File: config.mk
export PLATFORM = sky130hd
export DESIGN_NAME = i2c_master_byte_engine_unit
export DESIGN_NICKNAME = d
export VERILOG_FILES = /design/src/rtl/core/i2cmbe_pkg.sv /design/src/rtl/core/i2c_master_byte_engine_unit.sv
export SDC_FILE = /design/constraint.sdc
export NUM_CORES = 1
export LEC_CHECK = 0
export BUFFER_PORTS_ARGS = -buffer_cell sky130_fd_sc_hd__buf_2
export CAP_MARGIN = 10
export CORE_ASPECT_RATIO = 1.75
export CORE_MARGIN = 2
export CORE_UTILIZATION = 60
export CTS_CLUSTER_DIAMETER = 60
export DETAILED_ROUTE_END_ITERATION = 10
export MAX_ROUTING_LAYER = met4
export PLACE_DENSITY_LB_ADDON = 0.2
export SLEW_MARGIN = 20
export SYNTH_ARGS = -nofsm -noshare
export SYNTH_HDL_FRONTEND = slang
export SYNTH_SLANG_ARGS = --single-unit
File: constraint.sdc
create_clock -name clock -period 5.4 [get_ports clock]
set_input_delay 0.81 -clock clock [delete_from_list [all_inputs] [get_ports clock]]
set_output_delay 0.81 -clock clock [all_outputs]
set_load 0.005 [all_outputs]
File: src/rtl/core/i2cmbe_pkg.sv
// shared types and constants for the i2c master byte engine
package i2cmbe_pkg;

   localparam int unsigned LOOPS_PER_DELAY_DEFAULT = 10;
   localparam logic [15:0] HALF_BIT_DELAY_RESET    = 16'd10;
   localparam int unsigned PHASE_W                 = 5;

   typedef enum logic [1:0] {
      ACT_START = 2'd0,
      ACT_STOP  = 2'd1,
      ACT_WRITE = 2'd2,
      ACT_READ  = 2'd3
   } action_type;

endpackage

File: src/rtl/core/i2c_master_byte_engine_unit.sv
// i2c master byte engine: turns one command into a run of pin phases
// sequence: idle takes the command, each phase is built in ST_LOAD and offered in ST_EMIT,
// and a phase with its wait flag set is then held in ST_DELAY before the next phase or idle
// hold: set by half_bit_delay and LOOPS_PER_DELAY, counted down by the shared tick and loop counters
// a command is 3 (start), 4 (stop), 19 (write) or 21/22 (read) phases; req_ready only in idle
// reset (synchronous): idle, scl low, sda low and driven, half_bit_delay = 10
module i2c_master_byte_engine_unit #(
   parameter int unsigned LOOPS_PER_DELAY = i2cmbe_pkg::LOOPS_PER_DELAY_DEFAULT
) (
   input  logic        clock,
   input  logic        reset,
   input  logic        csr_write_enable,
   input  logic [15:0] csr_write_data,
   input  logic        req_valid,
   output logic        req_ready,
   input  logic [1:0]  req_action,
   input  logic [7:0]  req_tx_byte,
   input  logic        req_send_ack,
   input  logic [7:0]  req_target_byte,
   input  logic        req_target_ack_level,
   output logic        rsp_valid,
   input  logic        rsp_ready,
   output logic        rsp_scl_level,
   output logic        rsp_sda_level,
   output logic        rsp_sda_driven,
   output logic        rsp_wait_after,
   output logic [7:0]  rsp_rx_byte,
   output logic        rsp_ack_error,
   output logic        rsp_last_phase
);
   import i2cmbe_pkg::*;

   localparam int unsigned LOOP_W = (LOOPS_PER_DELAY > 1) ? $clog2(LOOPS_PER_DELAY) : 1;
   localparam logic [LOOP_W-1:0] LOOP_LAST = LOOP_W'(LOOPS_PER_DELAY - 1);

   typedef enum logic [1:0] {
      ST_IDLE,
      ST_LOAD,
      ST_EMIT,
      ST_DELAY
   } state_type;

   state_type          state_ff, state_in;
   action_type         act_ff, act_in;
   logic [7:0]         tx_ff, tx_in;
   logic               sack_ff, sack_in;
   logic [7:0]         tb_ff, tb_in;
   logic               tal_ff, tal_in;
   logic [PHASE_W-1:0] phase_ff, phase_in;
   logic               clk_line_ff, clk_line_in;
   logic               dat_line_ff, dat_line_in;
   logic               dir_ff, dir_in;
   logic [15:0]        delay_ff, delay_in;
   logic [15:0]        tick_ff, tick_in;
   logic [LOOP_W-1:0]  loop_ff, loop_in;
   logic               valid_ff, valid_in;
   logic               wait_ff, wait_in;
   logic               last_ff, last_in;
   logic [7:0]         rx_ff, rx_in;
   logic               err_ff, err_in;

   logic               gen_clk, gen_dat, gen_dir, gen_wait, gen_last, gen_err;
   logic [7:0]         gen_rx;

   // phase generator
   always_comb begin
      gen_clk  = clk_line_ff;
      gen_dat  = dat_line_ff;
      gen_dir  = dir_ff;
      gen_wait = 1'b1;
      gen_last = 1'b0;
      gen_err  = 1'b0;
      gen_rx   = '0;
      unique case (act_ff)
         ACT_START: begin
            priority if (phase_ff == PHASE_W'(0)) begin
               gen_dir = 1'b1;
               gen_dat = 1'b1;
               gen_clk = 1'b1;
            end else if (phase_ff == PHASE_W'(1)) begin
               gen_dat = 1'b0;
            end else begin
               gen_clk  = 1'b0;
               gen_last = 1'b1;
            end
         end
         ACT_STOP: begin
            priority if (phase_ff == PHASE_W'(0)) begin
               gen_dir = 1'b1;
               gen_clk = 1'b0;
            end else if (phase_ff == PHASE_W'(1)) begin
               gen_dat = 1'b0;
            end else if (phase_ff == PHASE_W'(2)) begin
               gen_clk = 1'b1;
            end else begin
               gen_dat  = 1'b1;
               gen_last = 1'b1;
            end
         end
         ACT_WRITE: begin
            priority if (phase_ff < PHASE_W'(16)) begin
               if (!phase_ff[0]) begin
                  if (phase_ff[3:1] == 3'd0) begin
                     gen_dir = 1'b1;
                  end else begin
                     gen_clk = 1'b0;
                  end
                  gen_dat = tx_ff[3'd7 - phase_ff[3:1]];
               end else begin
                  gen_clk = 1'b1;
               end
            end else if (phase_ff == PHASE_W'(16)) begin
               gen_clk = 1'b0;
               gen_dir = 1'b0;
            end else if (phase_ff == PHASE_W'(17)) begin
               gen_clk = 1'b1;
            end else begin
               gen_clk  = 1'b0;
               gen_wait = 1'b0;
               gen_last = 1'b1;
               gen_err  = tal_ff;
            end
         end
         ACT_READ: begin
            priority if (phase_ff == PHASE_W'(0)) begin
               gen_dat  = 1'b1;
               gen_clk  = 1'b0;
               gen_dir  = 1'b0;
               gen_wait = 1'b0;
            end else if (phase_ff <= PHASE_W'(16)) begin
               gen_clk = phase_ff[0];
            end else if (phase_ff == PHASE_W'(17)) begin
               gen_dir = 1'b1;
               gen_clk = 1'b0;
            end else if (phase_ff == PHASE_W'(18)) begin
               gen_dat = !sack_ff;
            end else if (phase_ff == PHASE_W'(19)) begin
               gen_clk = 1'b1;
            end else if (phase_ff == PHASE_W'(20)) begin
               gen_clk  = 1'b0;
               gen_last = !sack_ff;
               gen_rx   = sack_ff ? 8'd0 : tb_ff;
            end else begin
               gen_dat  = 1'b1;
               gen_wait = 1'b0;
               gen_last = 1'b1;
               gen_rx   = tb_ff;
            end
         end
         default: begin
            gen_last = 1'b1;
         end
      endcase
   end

   // sequencer and shared delay counter
   always_comb begin
      state_in    = state_ff;
      act_in      = act_ff;
      tx_in       = tx_ff;
      sack_in     = sack_ff;
      tb_in       = tb_ff;
      tal_in      = tal_ff;
      phase_in    = phase_ff;
      clk_line_in = clk_line_ff;
      dat_line_in = dat_line_ff;
      dir_in      = dir_ff;
      delay_in    = csr_write_enable ? csr_write_data : delay_ff;
      tick_in     = tick_ff;
      loop_in     = loop_ff;
      valid_in    = valid_ff;
      wait_in     = wait_ff;
      last_in     = last_ff;
      rx_in       = rx_ff;
      err_in      = err_ff;
      unique case (state_ff)
         ST_IDLE: begin
            if (req_valid) begin
               act_in   = action_type'(req_action);
               tx_in    = req_tx_byte;
               sack_in  = req_send_ack;
               tb_in    = req_target_byte;
               tal_in   = req_target_ack_level;
               phase_in = '0;
               state_in = ST_LOAD;
            end
         end
         ST_LOAD: begin
            clk_line_in = gen_clk;
            dat_line_in = gen_dat;
            dir_in      = gen_dir;
            wait_in     = gen_wait;
            last_in     = gen_last;
            rx_in       = gen_rx;
            err_in      = gen_err;
            valid_in    = 1'b1;
            state_in    = ST_EMIT;
         end
         ST_EMIT: begin
            if (rsp_ready) begin
               valid_in = 1'b0;
               priority if (wait_ff) begin
                  tick_in  = delay_ff;
                  loop_in  = LOOP_LAST;
                  state_in = ST_DELAY;
               end else if (last_ff) begin
                  state_in = ST_IDLE;
               end else begin
                  phase_in = phase_ff + PHASE_W'(1);
                  state_in = ST_LOAD;
               end
            end
         end
         ST_DELAY: begin
            priority if (tick_ff == 16'd0) begin
               if (last_ff) begin
                  state_in = ST_IDLE;
               end else begin
                  phase_in = phase_ff + PHASE_W'(1);
                  state_in = ST_LOAD;
               end
            end else if (loop_ff == '0) begin
               tick_in = tick_ff - 16'd1;
               loop_in = LOOP_LAST;
            end else begin
               loop_in = loop_ff - LOOP_W'(1);
            end
         end
         default: begin
            state_in = ST_IDLE;
         end
      endcase
   end

   always_ff @(posedge clock) begin
      if (reset) begin
         state_ff    <= ST_IDLE;
         clk_line_ff <= 1'b0;
         dat_line_ff <= 1'b0;
         dir_ff      <= 1'b1;
         delay_ff    <= HALF_BIT_DELAY_RESET;
         valid_ff    <= 1'b0;
      end else begin
         state_ff    <= state_in;
         clk_line_ff <= clk_line_in;
         dat_line_ff <= dat_line_in;
         dir_ff      <= dir_in;
         delay_ff    <= delay_in;
         valid_ff    <= valid_in;
      end
      act_ff   <= act_in;
      tx_ff    <= tx_in;
      sack_ff  <= sack_in;
      tb_ff    <= tb_in;
      tal_ff   <= tal_in;
      phase_ff <= phase_in;
      tick_ff  <= tick_in;
      loop_ff  <= loop_in;
      wait_ff  <= wait_in;
      last_ff  <= last_in;
      rx_ff    <= rx_in;
      err_ff   <= err_in;
   end

   assign req_ready      = (state_ff == ST_IDLE);
   assign rsp_valid      = valid_ff;
   assign rsp_scl_level  = clk_line_ff;
   assign rsp_sda_level  = dat_line_ff;
   assign rsp_sda_driven = dir_ff;
   assign rsp_wait_after = wait_ff;
   assign rsp_rx_byte    = rx_ff;
   assign rsp_ack_error  = err_ff;
   assign rsp_last_phase = last_ff;

   // no new command while a phase is pending
   assert property (@(posedge clock) disable iff (reset) req_ready |-> !rsp_valid)
      else $error("command transfer possible while a phase is pending");

   // a final phase without hold returns straight to idle
   assert property (@(posedge clock) disable iff (reset)
      rsp_valid && rsp_ready && rsp_last_phase && !rsp_wait_after |=> req_ready)
      else $error("engine not idle after final phase");

   // received byte and ack error only on the final phase
   assert property (@(posedge clock) disable iff (reset)
      rsp_valid && !rsp_last_phase |-> rsp_rx_byte == 8'd0 && !rsp_ack_error)
      else $error("status fields set before final phase");

   // ack error only reported while sda is released
   assert property (@(posedge clock) disable iff (reset)
      rsp_valid && rsp_ack_error |-> !rsp_sda_driven)
      else $error("ack error reported while sda driven");

endmodule
==> metrics list <==
* Status: complete, no violations
- Worst setup path class: register to register
* CTS root buffer: clkbuf_8
* Area leader, netlist: edfxtp_1
- Buffers inserted by post-CTS timing repair: 0
* DR vias/cell: 5.575
- The routed design could run at a clock period as short as 2.559 ns.
* Post-synth top flop: edfxtp_1
- After detailed routing, the total wire length is 6980 um.
- Vias: 2648
* Tot GR Track Use: 22.45%
* Flip-flop and latch count after synthesis: 78
- Reg2Reg Setup Slack: 2.84 ns
* Achievable clock frequency: 0.3908 GHz
* Post-route clock period utilization: 47.39%
- Count of flip-flops with a built-in enable after synthesis: 56
- After clock tree synthesis, the clock-pin slew on the worst setup and hold paths is 0.08 ns.
- Router iterations before antenna repair: 4
* P&R area growth vs syn: 13.07%
- Area taken by multi-input logic gates: 1564 um2
- Ranked by total cell area, the synthesized netlist is headed by edfxtp_1 44%, dfxtp_1 12%, mux2i_1 4.7%, xnor2_1 3.9%, nor2_1 3.3%.
* Total nets after synthesis: 387
* H-tree depth: 3
- Flip-flop and latch area: 2122 um2
* Post-Place Worst Slack: 2.858 ns
- Unique masters post-synth: 55
- Routability-driven placement finished with a final weighted congestion of 0.9340.
- Endpoint required time on the critical path: 5.64 ns
- Setup repair after global routing left no endpoint under its margin.
- The die covers 7026 um2.
- Port buffering added 56 buffers.
- The number of antenna diodes in the final layout is 0.
* DRC marker count from the first detailed-route iteration: 181
- The die is 64.23 um wide.
- In this run the power density over the cells is 330.9 nW/um2.
- Clock network latency to the later pin of the worst-skew pair: 0.35 ns
- Sequential elements use 55.72% of the synthesized area.
- Antenna violations before repair: 0
- Worst path setup slack after routing: 2.841 ns
- The post-route netlist has 20.76% of its cells at a drive strength greater than 1.
- Cell area after synthesis: 3809 um2
* Synthesized instance count: 340
- After detailed routing, the average wire length per cell comes to 14.69 um.
* Final-report max-slew violation count: 0
- Setup violations remaining at the end of the flow were counted as 0.
- Kind of end point of the critical path: register
- Summed over all cells, the static leakage comes to 1.619 nW.
- For this run, design rule violations remaining after detail routing come to 0.
* Core region area: 6181 um2
- Fill cells in the final layout number 481.
- Maximum capacitance violations: 0
* Final HPWL from detailed placement: 5113 um
* Chip height: 109.4 um
- The number of global-route vias before repair came to 2566.
- CP Max Fanout: 10
- TritonCTS created 9 clock buffers.
- The Yosys step of the flow raised 0 warnings.
- Clock skew on the completed layout was measured at 0.006375 ns.
- Max-slew headroom at the worst pin: 38.29%
- Mean post-synth cell area: 11.20 um2
- Transition time at the pin with the least slew margin: 0.9256 ns
* TNS Setup: 0 ns
* Number of standard-cell rows in the floorplan: 38
* Clock buffer depth: 2
- Antenna viol nets, final: 0
* Remaining Overflow, GRT: 0
* Pin count of the biggest net entering global routing: 34
- Post-synthesis async set-or-reset flop share: 0%
- Ports: 57
* Final count of hold timing violations: 0
* Critical path arrival: 2.80 ns
- The initial utilization of the core area, before any placement, comes to 61.62%.
* Worst min-delay path class: register to register
* Post-cts sizing count: 0
- Clock tree from TritonCTS: done
* Wire length of the first global-routing pass: 11490 um
- The number of hold buffers added after CTS was 0.
- Share of the synthesized area in the top cell type: 44.15%
- For this run, the post-layout net count is 437.
- The tree built by TritonCTS fans out to 78 sinks.
- VDD sags by at most 307.1 uV.
* CP Launch Type: register
## layout by cell type (no fill, tap or decap), types with 2 or more instances in the layout
master and count:
a31oi_1 4, nor3b_1 2, nand2b_1 6, o21bai_1 3, dfxtp_1 22, nor3_1 6, clkinvlp_4 4, or3_1 4
a21oi_1 9, o31a_1 2, xor2_1 3, ha_1 6, nor4_1 2, a211o_1 3, mux4_2 2, nor4b_1 2
and3_1 2, xnor2_1 17, edfxtp_1 56, nor2_1 33, a21o_1 2, nand3b_1 2, o211ai_1 5, clkbuf_8 9
o21ai_1 2, o21ai_0 20, clkbuf_1 2, buf_2 56, nand3_1 3, inv_1 11, a221o_1 2, mux2i_1 18
or4_1 2, nand2_1 28, and2_1 14, nor2b_1 10
## through the flow
stage | power (mW) | util, % | area, um2 | hold WS, ns | cells
global placement | 1.012 | 66.58 | 4115 | 0.4632 | 459
global route | 1.498 | 69.68 | 4307 | 0.5094 | 475
floorplan | 0.9489 | - | 3809 | 0.4602 | 340
CTS | 1.438 | 69.68 | 4307 | 0.4879 | 475
finish | 1.425 | 69.68 | 4307 | 0.4806 | 475
detailed placement | 1.019 | 66.58 | 4115 | 0.4739 | 459
## flip-flops by register name, summed over array words and instances (netlist names)
register	count
rsp_wait_after	1
rsp_ack_error	1
rsp_scl_level	1
rsp_sda_level	1
state_ff	2
rsp_rx_byte	8
rsp_last_phase	1
loop_ff	4
tick_ff	16
rsp_valid	1
act_ff	2
tx_ff	8
delay_ff	16
tal_ff	1
sack_ff	1
rsp_sda_driven	1
phase_ff	5
tb_ff	8
## synthesized netlist by cell type, drive strengths merged, types with 3 or more instances
cell type / n
or4: 3
nor2: 33
and2: 14
ha: 6
xnor2: 17
o21ai: 22
nor3: 7
nor2b: 10
dfxtp: 22
mux2i: 18
nor4: 4
nand2: 28
buf: 6
clkbuf: 12
xor2: 3
or3: 4
nand2b: 6
a21oi: 9
nor4b: 3
a211o: 3
o21bai: 3
inv: 11
o211ai: 5
nand3: 3
a31oi: 4
edfxtp: 56
## final timing paths
check	from	depth (start not counted)	to
hold reg to reg	rsp_sda_level$_SDFFE_PP0P_	2	rsp_sda_level$_SDFFE_PP0P_
setup reg to reg	phase_ff[1]$_SDFFCE_PN0P_	7	rsp_sda_driven$_SDFFE_PP1P_
hold / removal	rsp_sda_level$_SDFFE_PP0P_	2	rsp_sda_level$_SDFFE_PP0P_
setup / recovery	phase_ff[1]$_SDFFCE_PN0P_	7	rsp_sda_driven$_SDFFE_PP1P_
## final cells by class
cell class / count / share of cell area, %
Clock buffer: 11 / 3.051
Clock inverter: 5 / 1.395
Inverter: 11 / 0.9587
Multi-Input combinational cell: 233 / 36.32
Sequential cell: 78 / 49.27
Tap cell: 80 / 2.324
Timing Repair Buffer: 57 / 6.682
## report_power, final
part           total (mW)  internal (mW)  switching (mW)
clock               0.418          0.213           0.204
sequential          0.775          0.717          0.0578
combinational       0.232          0.106           0.126
total                1.43           1.04           0.389
## per-layer routing
metal  wire length (um)  up-vias  GRT usage, %
met5                  0        -             -
met4                326        0         14.44
met3                367       24         5.425
met2               3692       87         37.87
met1               2593     1214         23.25
li1                   -     1323             -
## cells by family after synthesis
kind of cell,share of synthesized area [%]
compound gates,10.61
xor+xnor,4.599
fa+ha+maj,1.971
buf+inv,3.351
flops,55.72
mux,5.913
simple gates,17.84
## critical path: stages (launching register included)
cell	delay (ns)
edfxtp_1	0.56
inv_1	0.14
ha_1	0.23
nor4b_2	0.62
a21o_1	0.17
a21oi_1	0.09
o31a_1	0.30
or3_1	0.34
(Power assumes the default switching activity.)
